[config.mk]
export PLATFORM = sky130hd
export DESIGN_NAME = stroke_length_and_bounds_flat
export DESIGN_NICKNAME = d
export VERILOG_FILES = /design/src/sla_pkg.sv /design/src/sla_if.sv /design/src/stroke_length_and_bounds.sv /design/src/flat_wrapper.sv
export VERILOG_INCLUDE_DIRS = /design/src /design/src/src
export SDC_FILE = /design/constraint.sdc
export NUM_CORES = 1
export LEC_CHECK = 0
export ABC_AREA = 1
export BUFFER_PORTS_ARGS = -buffer_cell sky130_fd_sc_hd__buf_2
export CAP_MARGIN = 20
export CORE_UTILIZATION = 60
export DETAILED_ROUTE_END_ITERATION = 7
export PLACE_DENSITY = 0.87
export SETUP_SLACK_MARGIN = 0.15
export SYNTH_ARGS = -nofsm -noshare
export SYNTH_HDL_FRONTEND = slang
export SYNTH_SLANG_ARGS = --single-unit
[constraint.sdc]
create_clock -name clk -period 12.4 [get_ports clk]
set_input_delay 1.24 -clock clk [delete_from_list [all_inputs] [get_ports clk]]
set_output_delay 1.24 -clock clk [all_outputs]
set_load 0.02 [all_outputs]
[src/stroke_length_and_bounds_defines.svh]
// assertion macros for the stroke length and bounds block
`ifndef STROKE_LENGTH_AND_BOUNDS_DEFINES_SVH
`define STROKE_LENGTH_AND_BOUNDS_DEFINES_SVH

`ifndef SYNTHESIS

// condition checked at every edge out of reset
`define SLA_ASSERT(lbl, cond, msg) \
  lbl: assert property (@(posedge clk) disable iff (!rst_n) (cond)) else $error(msg);

// trigger implies a result in the following cycle
`define SLA_ASSERT_NEXT(lbl, trig, res, msg) \
  lbl: assert property (@(posedge clk) disable iff (!rst_n) (trig) |=> (res)) else $error(msg);

`else

`define SLA_ASSERT(lbl, cond, msg)
`define SLA_ASSERT_NEXT(lbl, trig, res, msg)

`endif

`endif

[src/sla_pkg.sv]
// shared constants and types for the stroke length and bounds block
package sla_pkg;

  localparam int COORD_BITS_DEF = 16;
  localparam int OUT_W          = 16;
  localparam int LEN_W          = 32;
  localparam int CNT_W          = 16;

  typedef enum logic [2:0] {
    ST_IDLE,
    ST_MULX,
    ST_MULY,
    ST_ADD,
    ST_ROOT,
    ST_ACC,
    ST_FIN
  } state_t;

endpackage

[src/sla_if.sv]
// point and result channel interfaces
interface sla_in_if #(
  parameter int COORD_BITS = sla_pkg::COORD_BITS_DEF
);
  logic                         valid;
  logic                         ready;
  logic signed [COORD_BITS-1:0] px;
  logic signed [COORD_BITS-1:0] py;
  logic                         end_of_stroke;

  modport source (output valid, px, py, end_of_stroke, input ready);
  modport sink   (input valid, px, py, end_of_stroke, output ready);
endinterface

interface sla_out_if;
  logic                              valid;
  logic                              ready;
  logic signed [sla_pkg::OUT_W-1:0]  box_left;
  logic signed [sla_pkg::OUT_W-1:0]  box_top;
  logic        [sla_pkg::OUT_W-1:0]  box_width;
  logic        [sla_pkg::OUT_W-1:0]  box_height;
  logic        [sla_pkg::LEN_W-1:0]  path_length;
  logic        [sla_pkg::CNT_W-1:0]  point_count;

  modport source (output valid, box_left, box_top, box_width, box_height, path_length,
                  point_count, input ready);
  modport sink   (input valid, box_left, box_top, box_width, box_height, path_length,
                  point_count, output ready);
endinterface

[src/stroke_length_and_bounds.sv]
// Stroke length and bounding box accumulator.
// in_ch carries the points of a touch stroke (px, py signed Q12.4, end_of_stroke
// marks the last one); a beat is taken when valid and ready are both high.
// out_ch gives one beat per stroke: box left/top, width/height, path length
// (Q28.4, saturating) and point count (saturating), taken on valid and ready.
// Sequence: the first point of a stroke is taken with no length step. Every
// later point is taken and forms |dx|, |dy|, then goes through the one shared
// multiplier for dx^2 and dy^2, one add, the square root (one root bit per cycle
// from a single compare and subtract), and an add into the length. The point
// flagged last then goes through a final step that loads the output register.
// in_ch.ready is high only while the sequencer is idle.
// The output register lets the next stroke start while a result waits; if the
// receiver stalls, the block holds at the end of the following stroke until
// the pending result is taken.
// Reset (rst_n low, synchronous) closes any open stroke and drops a pending result.
`include "stroke_length_and_bounds_defines.svh"

module stroke_length_and_bounds #(
  parameter int COORD_BITS = sla_pkg::COORD_BITS_DEF
) (
  input  logic      clk,
  input  logic      rst_n,
  sla_in_if.sink    in_ch,
  sla_out_if.source out_ch
);

  localparam int CW    = COORD_BITS;
  localparam int NPAIR = CW + 1;
  localparam int RADW  = 2 * NPAIR;
  localparam int RTW   = CW + 1;
  localparam int REMW  = CW + 2;
  localparam int ITW   = $clog2(NPAIR + 1);
  localparam int SUMW  = ((RTW > sla_pkg::LEN_W) ? RTW : sla_pkg::LEN_W) + 1;
  localparam int OW    = sla_pkg::OUT_W;
  localparam int LW    = sla_pkg::LEN_W;
  localparam int NW    = sla_pkg::CNT_W;

  sla_pkg::state_t state_r, state_nxt;

  logic                 in_stroke_r;
  logic                 last_r;
  logic signed [CW-1:0] prev_x_r, prev_y_r;
  logic signed [CW-1:0] min_x_r, max_x_r, min_y_r, max_y_r;
  logic        [LW-1:0] length_r;
  logic        [NW-1:0] count_r;
  logic        [CW-1:0] ax_r, ay_r;
  logic      [2*CW-1:0] prod_r;
  logic      [RADW-1:0] rad_r;
  logic      [REMW-1:0] rem_r;
  logic       [RTW-1:0] root_r;
  logic       [ITW-1:0] iter_r;

  logic                 out_valid_r;
  logic signed [OW-1:0] out_left_r, out_top_r;
  logic        [OW-1:0] out_width_r, out_height_r;
  logic        [LW-1:0] out_length_r;
  logic        [NW-1:0] out_count_r;

  // control decoded from the state
  logic in_ready;
  logic mul_sel_y;
  logic fin_go;
  logic take;

  assign take = in_ch.valid && in_ready;

  // next state
  always_comb begin
    state_nxt = state_r;
    unique case (state_r)
      sla_pkg::ST_IDLE: begin
        if (take) begin
          if (in_stroke_r) state_nxt = sla_pkg::ST_MULX;
          else if (in_ch.end_of_stroke) state_nxt = sla_pkg::ST_FIN;
        end
      end
      sla_pkg::ST_MULX: state_nxt = sla_pkg::ST_MULY;
      sla_pkg::ST_MULY: state_nxt = sla_pkg::ST_ADD;
      sla_pkg::ST_ADD:  state_nxt = sla_pkg::ST_ROOT;
      sla_pkg::ST_ROOT: begin
        if (iter_r == ITW'(NPAIR - 1)) state_nxt = sla_pkg::ST_ACC;
      end
      sla_pkg::ST_ACC:  state_nxt = last_r ? sla_pkg::ST_FIN : sla_pkg::ST_IDLE;
      sla_pkg::ST_FIN: begin
        if (!out_valid_r || out_ch.ready) state_nxt = sla_pkg::ST_IDLE;
      end
      default: state_nxt = sla_pkg::ST_IDLE;
    endcase
  end

  // outputs of the sequencer
  always_comb begin
    in_ready  = 1'b0;
    mul_sel_y = 1'b0;
    fin_go    = 1'b0;
    unique case (state_r)
      sla_pkg::ST_IDLE: in_ready  = 1'b1;
      sla_pkg::ST_MULY: mul_sel_y = 1'b1;
      sla_pkg::ST_FIN:  fin_go    = !out_valid_r || out_ch.ready;
      default: ;
    endcase
  end

  // point differences against the previous point
  logic signed [CW:0] dx, dy, ndx, ndy;
  assign dx  = {in_ch.px[CW-1], in_ch.px} - {prev_x_r[CW-1], prev_x_r};
  assign dy  = {in_ch.py[CW-1], in_ch.py} - {prev_y_r[CW-1], prev_y_r};
  assign ndx = -dx;
  assign ndy = -dy;

  // shared multiplier
  logic   [CW-1:0] mul_in;
  logic [2*CW-1:0] mul_out;
  assign mul_in  = mul_sel_y ? ay_r : ax_r;
  assign mul_out = mul_in * mul_in;

  // one root digit per cycle
  logic        [1:0] pair;
  logic [REMW+1:0] rem_t, trial, rem_d;
  logic              ge;
  assign pair  = rad_r[RADW-1 -: 2];
  assign rem_t = {rem_r, pair};
  assign trial = {1'b0, root_r, 2'b01};
  assign ge    = rem_t >= trial;
  assign rem_d = rem_t - trial;

  // saturating length add
  logic [SUMW-1:0] len_sum;
  logic            len_sat;
  assign len_sum = SUMW'(length_r) + SUMW'(root_r);
  assign len_sat = (len_sum[SUMW-1:LW] != '0) || (&len_sum[LW-1:0]);

  // box extents cut or extended to the output width
  logic signed [CW:0] wd, ht;
  logic      [OW-1:0] left_o, top_o, width_o, height_o;
  assign wd = {max_x_r[CW-1], max_x_r} - {min_x_r[CW-1], min_x_r};
  assign ht = {max_y_r[CW-1], max_y_r} - {min_y_r[CW-1], min_y_r};

  generate
    if (CW >= OW) begin : g_pos_cut
      assign left_o = min_x_r[OW-1:0];
      assign top_o  = min_y_r[OW-1:0];
    end else begin : g_pos_ext
      assign left_o = {{(OW-CW){min_x_r[CW-1]}}, min_x_r};
      assign top_o  = {{(OW-CW){min_y_r[CW-1]}}, min_y_r};
    end
    if (CW + 1 >= OW) begin : g_ext_cut
      assign width_o  = wd[OW-1:0];
      assign height_o = ht[OW-1:0];
    end else begin : g_ext_pad
      assign width_o  = {{(OW-CW-1){1'b0}}, wd};
      assign height_o = {{(OW-CW-1){1'b0}}, ht};
    end
  endgenerate

  always_ff @(posedge clk) begin
    if (!rst_n) begin
      state_r     <= sla_pkg::ST_IDLE;
      in_stroke_r <= 1'b0;
      out_valid_r <= 1'b0;
    end else begin
      state_r <= state_nxt;
      // a new result wins over the beat leaving in the same cycle
      if (fin_go) begin
        out_valid_r <= 1'b1;
        in_stroke_r <= 1'b0;
      end else begin
        if (out_valid_r && out_ch.ready) out_valid_r <= 1'b0;
        if (take) in_stroke_r <= 1'b1;
      end
    end
  end

  // datapath
  always_ff @(posedge clk) begin
    if (!rst_n) begin
      prev_x_r <= '0;
      prev_y_r <= '0;
      min_x_r  <= '0;
      max_x_r  <= '0;
      min_y_r  <= '0;
      max_y_r  <= '0;
      length_r <= '0;
      count_r  <= '0;
    end else begin
      if (take) begin
        prev_x_r <= in_ch.px;
        prev_y_r <= in_ch.py;
        last_r   <= in_ch.end_of_stroke;
        ax_r     <= dx[CW] ? ndx[CW-1:0] : dx[CW-1:0];
        ay_r     <= dy[CW] ? ndy[CW-1:0] : dy[CW-1:0];
        if (!in_stroke_r) begin
          min_x_r  <= in_ch.px;
          max_x_r  <= in_ch.px;
          min_y_r  <= in_ch.py;
          max_y_r  <= in_ch.py;
          length_r <= '0;
          count_r  <= NW'(1);
        end else begin
          if (in_ch.px < min_x_r) min_x_r <= in_ch.px;
          if (in_ch.px > max_x_r) max_x_r <= in_ch.px;
          if (in_ch.py < min_y_r) min_y_r <= in_ch.py;
          if (in_ch.py > max_y_r) max_y_r <= in_ch.py;
          if (count_r != '1) count_r <= count_r + NW'(1);
        end
      end
      unique case (state_r)
        sla_pkg::ST_MULX: prod_r <= mul_out;
        sla_pkg::ST_MULY: begin
          prod_r <= mul_out;
          rad_r  <= {2'b00, prod_r};
        end
        sla_pkg::ST_ADD: begin
          rad_r  <= rad_r + {2'b00, prod_r};
          rem_r  <= '0;
          root_r <= '0;
          iter_r <= '0;
        end
        sla_pkg::ST_ROOT: begin
          rad_r  <= {rad_r[RADW-3:0], 2'b00};
          rem_r  <= ge ? rem_d[REMW-1:0] : rem_t[REMW-1:0];
          root_r <= {root_r[RTW-2:0], ge};
          iter_r <= iter_r + ITW'(1);
        end
        sla_pkg::ST_ACC:  length_r <= len_sat ? '1 : len_sum[LW-1:0];
        default: ;
      endcase
    end
  end

  // result register
  always_ff @(posedge clk) begin
    if (fin_go) begin
      out_left_r   <= left_o;
      out_top_r    <= top_o;
      out_width_r  <= width_o;
      out_height_r <= height_o;
      out_length_r <= length_r;
      out_count_r  <= count_r;
    end
  end

  assign in_ch.ready        = in_ready;
  assign out_ch.valid       = out_valid_r;
  assign out_ch.box_left    = out_left_r;
  assign out_ch.box_top     = out_top_r;
  assign out_ch.box_width   = out_width_r;
  assign out_ch.box_height  = out_height_r;
  assign out_ch.path_length = out_length_r;
  assign out_ch.point_count = out_count_r;

  `SLA_ASSERT(a_root_iter_bound, (state_r != sla_pkg::ST_ROOT) || (iter_r < ITW'(NPAIR)), "root iteration past last digit")
  `SLA_ASSERT(a_count_nonzero, !in_stroke_r || (count_r != '0), "open stroke with zero point count")
  `SLA_ASSERT(a_box_order, !in_stroke_r || ((min_x_r <= max_x_r) && (min_y_r <= max_y_r)), "box minimum above maximum")
  `SLA_ASSERT_NEXT(a_len_monotone, (state_r == sla_pkg::ST_ACC), (length_r >= $past(length_r)), "path length decreased")
  `SLA_ASSERT(a_out_from_fin, !(out_valid_r && !$past(out_valid_r)) || ($past(state_r) == sla_pkg::ST_FIN), "result loaded outside final step")

endmodule

[src/flat_wrapper.sv]
// flat-port wrapper written by rule: the top's interface ports become plain ports
module stroke_length_and_bounds_flat 
#(
  parameter int COORD_BITS = sla_pkg::COORD_BITS_DEF
)
  (clk, rst_n, in_ch_valid, in_ch_px, in_ch_py, in_ch_end_of_stroke, in_ch_ready, out_ch_valid, out_ch_box_left, out_ch_box_top, out_ch_box_width, out_ch_box_height, out_ch_path_length, out_ch_point_count, out_ch_ready);
  sla_in_if #(.COORD_BITS(COORD_BITS)) in_ch_i ();
  sla_out_if out_ch_i ();
  input  logic clk;
  input  logic rst_n;
  input wire logic [$bits(in_ch_i.valid)-1:0] in_ch_valid;
  input wire logic [$bits(in_ch_i.px)-1:0] in_ch_px;
  input wire logic [$bits(in_ch_i.py)-1:0] in_ch_py;
  input wire logic [$bits(in_ch_i.end_of_stroke)-1:0] in_ch_end_of_stroke;
  output wire logic [$bits(in_ch_i.ready)-1:0] in_ch_ready;
  output wire logic [$bits(out_ch_i.valid)-1:0] out_ch_valid;
  output wire logic [$bits(out_ch_i.box_left)-1:0] out_ch_box_left;
  output wire logic [$bits(out_ch_i.box_top)-1:0] out_ch_box_top;
  output wire logic [$bits(out_ch_i.box_width)-1:0] out_ch_box_width;
  output wire logic [$bits(out_ch_i.box_height)-1:0] out_ch_box_height;
  output wire logic [$bits(out_ch_i.path_length)-1:0] out_ch_path_length;
  output wire logic [$bits(out_ch_i.point_count)-1:0] out_ch_point_count;
  input wire logic [$bits(out_ch_i.ready)-1:0] out_ch_ready;
  assign in_ch_i.valid = in_ch_valid;
  assign in_ch_i.px = in_ch_px;
  assign in_ch_i.py = in_ch_py;
  assign in_ch_i.end_of_stroke = in_ch_end_of_stroke;
  assign in_ch_ready = in_ch_i.ready;
  assign out_ch_valid = out_ch_i.valid;
  assign out_ch_box_left = out_ch_i.box_left;
  assign out_ch_box_top = out_ch_i.box_top;
  assign out_ch_box_width = out_ch_i.box_width;
  assign out_ch_box_height = out_ch_i.box_height;
  assign out_ch_path_length = out_ch_i.path_length;
  assign out_ch_point_count = out_ch_i.point_count;
  assign out_ch_i.ready = out_ch_ready;
  stroke_length_and_bounds #(.COORD_BITS(COORD_BITS)) u_core (.clk(clk), .rst_n(rst_n), .in_ch(in_ch_i), .out_ch(out_ch_i));
endmodule
== After elaboration in Yosys (flattened, before gate mapping) ==
Cells that the tools add are included.
Widths: inputs -> output; s select.
Word-level totals
  logic and storage cells: 119
  input bits: 37
  register bits: 400
Operators by class
  order comparisons: 5
  bitwise operators: 1
  equal/unequal tests: 18
  $add $sub $neg: 11
  $mul: 1
  muxes and demuxes: 34
  reductions and logical operators: 24
Operators with widths (number)
  $mux 16: 13
  $mux 32: 4
  $pmux 34 s3: 1
  $pmux 18 s2: 1
  $add 34x32->34: 1
  $pmux 17 s2: 1
  $sub 16x16->17: 2
  $add 32x17->33: 1
  $gt 16x16->1: 2
  $lt 16x16->1: 2
  $mul 16x16->32: 1
  $neg 16->16: 2
  $reduce_and 32->1: 1
  $sub 16x16->16: 2
  $pmux 3 s7: 1
  $ge 20x19->1: 1
  $reduce_and 2->1: 10
  $mux 18: 1
  $mux 3: 6
  $sub 18x18->18: 1
  $add 16x1->16 const B: 1
  $ne 16x16->1 const B: 1
  $ne 2x2->1 const B: 6
  $pmux 5 s2: 1
  other kinds (17): 31

== Logic depth before layout (Yosys ltp) ==
Gate-level depths: netlist (run 1).
  word-level depth: 5
  mapped depth: 36
  gate-level depth less buffers: 34

== Worst setup path before layout (run 1) ==
Ideal clock, no wire load.
  path type: input-to-reg
  start point: in out_ch_ready
  end point: reg u_core.out_height_r[0] (netlist: u_core.out_ch.box_height[0]), enable pin
  library setup time: 723 ps
  setup slack: 2776 ps
  arrival: 8901 ps
  path buffers: 0
  cell stages on the path: 2
  required time: 11677 ps
  cell sequence: nor2_1 > nor3_1
On the way
  longest elaborated chain between the ends: 2
RTL lines
  from (decl): RTL line flat_wrapper.sv:23  | input wire logic [$bits(out_ch_i.ready)-1:0] out_ch_ready;
  $logic_or 1x1->1: RTL line stroke_length_and_bounds.sv:99  | sla_pkg::ST_FIN: fin_go = !out_valid_r || out_ch.ready;
  $mux 1: RTL line stroke_length_and_bounds.sv:96  | unique case (state_r)
  named net u_core.fin_go: RTL line stroke_length_and_bounds.sv:62  | logic fin_go;
  to (signal assigned): RTL line stroke_length_and_bounds.sv:237  | out_height_r <= height_o;
  to (decl): RTL line stroke_length_and_bounds.sv:55  | logic [OW-1:0] out_width_r, out_height_r;
The timed path passes the listed nets, and every way through them passes these cells.
A chain may end at the register's enable or synchronous reset.

== Final worst setup path (run 1) ==
  start point: reg u_core.state_r[1]
  end point: reg u_core.prod_r[31], data pin
On the way
  longest elaborated chain between the ends: 4
RTL lines
  from (decl): RTL line stroke_length_and_bounds.sv:38  | sla_pkg::state_t state_r, state_nxt;
  from (signal assigned): RTL line stroke_length_and_bounds.sv:158  | state_r <= sla_pkg::ST_IDLE;
  from (signal assigned): RTL line stroke_length_and_bounds.sv:162  | state_r <= state_nxt;
  $eq 3x2->1: RTL line stroke_length_and_bounds.sv:96
  $mux 1: RTL line stroke_length_and_bounds.sv:96
  $mux 16: RTL line stroke_length_and_bounds.sv:114  | assign mul_in = mul_sel_y ? ay_r : ax_r;
  $mul 16x16->32: RTL line stroke_length_and_bounds.sv:115  | assign mul_out = mul_in * mul_in;
  named net u_core.mul_out[31]: RTL line stroke_length_and_bounds.sv:113  | logic [2*CW-1:0] mul_out;
  to (signal assigned): RTL line stroke_length_and_bounds.sv:208  | sla_pkg::ST_MULX: prod_r <= mul_out;
  to (signal assigned): RTL line stroke_length_and_bounds.sv:210  | prod_r <= mul_out;
  to (decl): RTL line stroke_length_and_bounds.sv:47  | logic [2*CW-1:0] prod_r;
The timed path passes the listed nets, and every way through them passes these cells.

==> results.py, run 1 <==
metrics = {
    "outcome": {
        "run_status": "complete, no violations",
    },
    "logic_synthesis": {
        "postSynth.topFlopCell": "sky130_fd_sc_hd__edfxtp_1",
        "ys_seq_elements": 399,
        "syn_inst": 3843,
        "synth.cell_area_mm2": 0.03136,
        "post_synth_net_total": 4346,
        "post-synth-top-area-cell": "sky130_fd_sc_hd__edfxtp_1",
        "most_area_consuming_cells_after_synthesis": "sky130_fd_sc_hd__edfxtp_1 24%, sky130_fd_sc_hd__ha_1 12%, sky130_fd_sc_hd__fa_1 11%",
        "synth_top_cell_area_share_pct": 23.94,
        "yosysWarnings": 0,
        "ys_seq_area_share_pct": 33.45,
        "postSynthAreaPerCell_um2": 8.161,
        "postSynth.asyncResetShare_pct": 0,
        "synthDistinctLibCells": 51,
        "number_of_enable_type_register_cells_in_the_synthesized_netlist": 250,
    },
    "die": {
        "rows": 83,
        "die_width_um": 230.6,
        "floorplan.initialDensity_pct": 60.89,
        "vertical_die_dimension_um": 230.6,
        "ios": 151,
        "core_region_area_mm2": 0.05151,
        "floorplan.die_area_mm2": 0.05319,
    },
    "clock_tree": {
        "post_cts_resize_count": 0,
        "cts_hold_buffers": 0,
        "clock_tree_from_tritoncts": "built",
        "clock-sinks": 399,
        "worst_skew_pair.late_latency_ns": 0.58,
        "clock_tree.htree_level_count": 2,
        "post_cts_buffers": 0,
        "cts-root-buf": "sky130_fd_sc_hd__clkbuf_16",
        "cts.path.max_buffers": 3,
        "path_clk_slew_ns": 0.06,
        "numCtsBuffers": 43,
    },
    "finish": {
        "fillers": 4017,
        "final_net_count": 4476,
        "layout_common_cells": "790 x sky130_fd_sc_hd__nand2_1, 630 x sky130_fd_sc_hd__inv_1, 347 x sky130_fd_sc_hd__a21oi_1",
        "most_common_cell_after_layout_fill_and_taps_aside": "sky130_fd_sc_hd__nand2_1",
        "final_layout_size_suffix_gt1_share_pct": 8.109,
        "multi_input_area_mm2": 0.01813,
        "flow.area_growth_from_synthesis_pct": 9.283,
        "seq_area_mm2": 0.01049,
    },
    "critical_path": {
        "critPathMaxStageDelay_ns": 0.56,
        "critPathRequiredTime_ns": 12.72,
        "cpMaxStageDelayCell": "sky130_fd_sc_hd__fa_1",
        "type_of_the_setup_path_with_the_least_slack": "reg -> reg",
        "timing.critical_path.mode_cell": "sky130_fd_sc_hd__inv_1",
        "worst_setup_path_end_kind": "register",
        "largest_fanout_on_the_critical_path": 33,
        "crit_arrival_ns": 8.08,
        "crit_path_start_kind": "register",
    },
    "global_routing": {
        "first_global_vias": 25678,
        "grtUsageMet3_pct": 3.903,
        "global_route.usage.met2_pct": 49.06,
        "grt_pass1_wl_um": 125000,
        "total_gr_overflow": 0,
        "grt_antenna_before_repair": 4,
        "grt_start_max_net_pins": 74,
        "met1_usage_grt_pct": 36.49,
        "globalRoute.busiestLayer": "met2",
        "track_usage_pct": 28.70,
    },
    "timing": {
        "worst_pin_slew_ns": 1.057,
        "setup_tns_ns": 0,
        "timing.fmax_mhz": 128.8,
        "layout_min_cycle_time_ns": 7.763,
        "timing.final.max_slew_violations": 0,
        "finalHoldViolations": 0,
        "max_slew_margin_pct": 29.34,
        "timing.final.setup_violations": 0,
        "final_min_period_over_clock_period_pct": 62.61,
        "grt_setup_unrepaired": "no",
        "fin_worst_skew_ns": 0.01819,
    },
    "placed_design": {
        "hpwl_um": 56330,
        "numPortBuffers": 150,
        "place.gp.congestion": 0.9537,
    },
    "routing": {
        "wl_um": 75400,
        "post_drt_wl_per_cell_um": 16.07,
        "dr.pass1.iters": 6,
        "viasPerCell": 5.628,
        "detailedRoute.firstIterationViolations": 1930,
        "drc": 0,
        "antenna_violating_nets_post_route": 0,
        "total_number_of_vias": 26400,
    },
    "worst_hold_path": {
        "worst_hold_path_type": "reg -> reg",
    },
    "job": {
        "maxCapViolations": 0,
    },
}
==> metal layers <==
metal,part of all wire (%),wire length (um),vias up
li1,-,-,12819
met1,41,31220,12342
met2,48,36070,1010
met3,6.8,5116,227
met4,3.9,2977,2
met5,0.013,10,-
==> cell families after synthesis <==
| logic type | after synthesis | share of synthesized area [%] |
|---|---|---|
| adders and majority gates | 466 | 22.64 |
| xor gates and xnor gates | 138 | 3.854 |
| buffers and inverters | 730 | 8.896 |
| DFF | 399 | 33.45 |
| and+or+nand+nor | 1479 | 20.20 |
| AOI/OAI and AO/OA | 631 | 10.96 |
==> critical path, delay by kind of cell (launching register included) <==
kind / cells / cell delay [ns]
adder cells (fa/ha/maj): 7 / 3.50
AO/OA/AOI/OAI: 6 / 1.43
buffers and inverters: 10 / 1.23
AND/OR/NAND/NOR: 4 / 0.68
flip-flops: 1 / 0.48
XOR/XNOR: 1 / 0.15
==> metrics by stage <==
step | setup slack [ns] | hold WS, ns | area (um^2) | cells | util (%)
floorplan | 2.776 | 0.4082 | 31360 | 3843 | -
global placement | 5.084 | 0.4275 | 32780 | 4607 | 63.63
detailed placement | 4.838 | 0.4275 | 32780 | 4607 | 63.63
CTS | 4.658 | 0.4418 | 34250 | 4687 | 66.49
global route | 4.116 | 0.4517 | 34270 | 4690 | 66.53
finish | 4.637 | 0.4423 | 34270 | 4691 | 66.54
==> cells in the mapped netlist, types with 33 or more instances <==
cell,instances
sky130_fd_sc_hd__nor2_1,324
sky130_fd_sc_hd__nand4_1,34
sky130_fd_sc_hd__o21ai_0,163
sky130_fd_sc_hd__nand2_1,790
sky130_fd_sc_hd__edfxtp_1,250
sky130_fd_sc_hd__xnor2_1,44
sky130_fd_sc_hd__inv_1,633
sky130_fd_sc_hd__xor2_1,94
sky130_fd_sc_hd__clkbuf_1,57
sky130_fd_sc_hd__a21oi_1,349
sky130_fd_sc_hd__nor3_1,33
sky130_fd_sc_hd__nand3_1,190
sky130_fd_sc_hd__fa_1,169
sky130_fd_sc_hd__dfxtp_1,149
sky130_fd_sc_hd__ha_1,297
==> flip-flops by register name, summed over array words and instances, names as in the netlist, 3 cells and up <==
name                       count
u_core.out_ch.box_top         16
u_core.out_ch.point_count     16
u_core.prev_x_r               16
u_core.min_y_r                16
u_core.rem_r                  18
u_core.prev_y_r               16
u_core.out_ch.box_height      16
u_core.ax_r                   16
u_core.length_r               32
u_core.out_ch.box_width       16
u_core.iter_r                  5
u_core.out_ch.box_left        16
u_core.state_r                 3
u_core.ay_r                   16
u_core.max_x_r                16
u_core.count_r                16
u_core.max_y_r                16
u_core.rad_r                  34
u_core.left_o                 16
u_core.root_r                 17
u_core.out_ch.path_length     32
u_core.prod_r                 31
==> layout make-up <==
type	instances	area share (%)
antenna	3	0.02190
clock buffer	58	3.698
clock inverter	22	0.5950
inverter	648	7.097
multi-input combinational	2714	52.90
sequential	399	30.61
tap	680	2.482
timing repair buffer	167	2.599
==> final timing paths <==
| path | startpoint | endpoint | slack [ns] | cells after the start |
|---|---|---|---|---|
| setup reg to reg | u_core.state_r[1] | u_core.prod_r[31] | 4.64 | 28 |
| hold / removal | u_core.count_r[9] | u_core.out_ch.point_count[9] | 0.44 | 0 |
| hold reg to reg | u_core.count_r[9] | u_core.out_ch.point_count[9] | 0.44 | 0 |
| setup / recovery | u_core.state_r[1] | u_core.prod_r[31] | 4.64 | 28 |
Power of run 1 is left out: the tool's default activity adds up to more than one toggle a clock period on the data nets, which glitch-free logic cannot reach.
==> inputs of run 2 (changes only) <==
Settings changed: CORE_UTILIZATION 60 to 57.
Clock period 12.4 ns to 7 ns, I/O delays scaled along.
==> results.py, run 2 (same netlist as run 1, synthesis figures left out) <==
metrics = {
    "die": {
        "rows": 85,
        "floorplan.initialDensity_pct": 57.94,
        "vertical_die_dimension_um": 236.6,
        "die_width_um": 236.6,
        "core_region_area_mm2": 0.05413,
        "floorplan.die_area_mm2": 0.05596,
        "ios": 151,
    },
    "timing": {
        "final_min_period_over_clock_period_pct": 94.75,
        "timing.fmax_mhz": 150.8,
        "max_slew_margin_pct": 27.81,
        "worst_pin_slew_ns": 1.077,
        "layout_min_cycle_time_ns": 6.632,
        "timing.final.setup_violations": 0,
        "post-route-worst-setup-slack_ns": 0.3677,
        "grt_setup_unrepaired": "yes",
        "fin_worst_skew_ns": 0.04728,
        "timing.final.max_slew_violations": 0,
        "finalHoldViolations": 0,
    },
    "global_routing": {
        "total_gr_overflow": 0,
        "first_global_vias": 26348,
        "grt_antenna_before_repair": 6,
        "track_usage_pct": 27.86,
        "grt_pass1_wl_um": 127900,
        "grt_start_max_net_pins": 76,
    },
    "critical_path": {
        "startpoint": "u_core.state_r[0]",
        "cpMaxStageDelayCell": "sky130_fd_sc_hd__fa_1",
        "crit_arrival_ns": 6.95,
        "critPathMaxStageDelay_ns": 0.54,
        "largest_fanout_on_the_critical_path": 6,
        "crit_path_start_kind": "register",
        "timing.rr.start": "u_core.state_r[0]",
        "worst_setup_path_end_kind": "register",
        "type_of_the_setup_path_with_the_least_slack": "reg -> reg",
        "critPathRequiredTime_ns": 7.32,
    },
    "routing": {
        "drc": 0,
        "wl_met1_um": 31840,
        "detailedRoute.firstIterationViolations": 1903,
        "met2_wirelength_um": 37520,
        "dr.pass1.iters": 7,
        "post_drt_wl_per_cell_um": 16.35,
        "viasPerCell": 5.614,
        "top_layer": "met5",
        "total_number_of_vias": 26716,
        "met3_wirelength_um": 5713,
        "wl_um": 77800,
        "antenna_violating_nets_post_route": 0,
    },
    "finish": {
        "seq_area_mm2": 0.01049,
        "fillers": 4270,
        "register_with_the_most_flip_flops": "u_core.rad_r",
        "largest_register_ffs": 34,
        "most_common_cell_after_layout_fill_and_taps_aside": "sky130_fd_sc_hd__nand2_1",
        "multi_input_area_mm2": 0.01841,
        "fin_area_mm2": 0.03497,
        "final_net_count": 4524,
        "final_layout_size_suffix_gt1_share_pct": 10.62,
        "final-instance-count-excl-fill": 4759,
        "flow.area_growth_from_synthesis_pct": 11.50,
        "layout_common_cells": "787 x sky130_fd_sc_hd__nand2_1, 627 x sky130_fd_sc_hd__inv_1, 337 x sky130_fd_sc_hd__a21oi_1",
    },
    "clock_tree": {
        "numCtsBuffers": 46,
        "clock-sinks": 399,
        "path_clk_slew_ns": 0.06,
        "cts.path.max_buffers": 3,
        "cts_hold_buffers": 0,
        "clock_tree_from_tritoncts": "built",
        "worst_skew_pair.late_latency_ns": 0.62,
        "clock_tree.htree_level_count": 2,
        "cts-root-buf": "sky130_fd_sc_hd__clkbuf_16",
    },
    "worst_hold_path": {
        "holdCritStartpoint": "in_ch_px[0]",
        "worst_hold_path_type": "in -> reg",
    },
    "outcome": {
        "run_status": "complete, no violations",
    },
    "placed_design": {
        "placement.cell_area_mm2": 0.03307,
        "hpwl_um": 58020,
        "place_inst": 4659,
        "numPortBuffers": 150,
        "preCtsSetupSlack_ns": -0.05358,
        "place.gp.congestion": 0.9815,
    },
    "job": {
        "maxCapViolations": 0,
    },
}
run 2: critical path, delay by kind of cell, from the launching register on:
kind | cells | cell delay [ns]
adders and majority gates | 7 | 3.42
and+or+nand+nor | 9 | 0.98
buffers and inverters | 7 | 0.90
AOI/OAI and AO/OA | 4 | 0.62
DFF | 1 | 0.36
xor gates and xnor gates | 1 | 0.06
run 2: path summary, 6_finish.rpt:
path | depth (start not counted) | slack [ns] | end
max reg2reg | 28 | 0.37 | u_core.prod_r[28]
min | 3 | 0.35 | u_core.max_x_r[0]
min reg2reg | 2 | 0.46 | u_core.prev_x_r[13]
max | 28 | 0.37 | u_core.prod_r[28]
run 2: timing repair:
action,4_1_cts,5_1_grt
setup endpoints to repair,7,14
buffers inserted,0,9
endpoints found under the hold margin,0,0
gates resized for setup,8,66
pin swaps,0,7
run 2: through the flow:
stage                     util (%)  hold WS [ns]  setup TNS, ns
after floorplan                  -        0.4082              0
after global placement       61.09        0.4192              0
after detailed placement     61.09        0.4423       -0.05358
after CTS                    63.93        0.3247              0
after global routing         64.59        0.3442              0
final                        64.60        0.3526              0
run 2: final cells by class:
type | instances | share of cell area, %
Antenna cell | 4 | 0.02862
Clock buffer | 62 | 3.607
Tap cell | 696 | 2.490
Inverter | 648 | 7.002
Clock inverter | 24 | 0.7120
Timing Repair Buffer | 212 | 3.514
Multi-Input combinational cell | 2714 | 52.64
Sequential cell | 399 | 30.00
run 2: metal layers:
metal,track usage [%],vias to the layer above
met2,48.46,1025
met5,0,-
met4,10.61,4
met1,35.33,12581
met3,3.521,209
li1,-,12897
Power of run 2 is left out for the same reason.
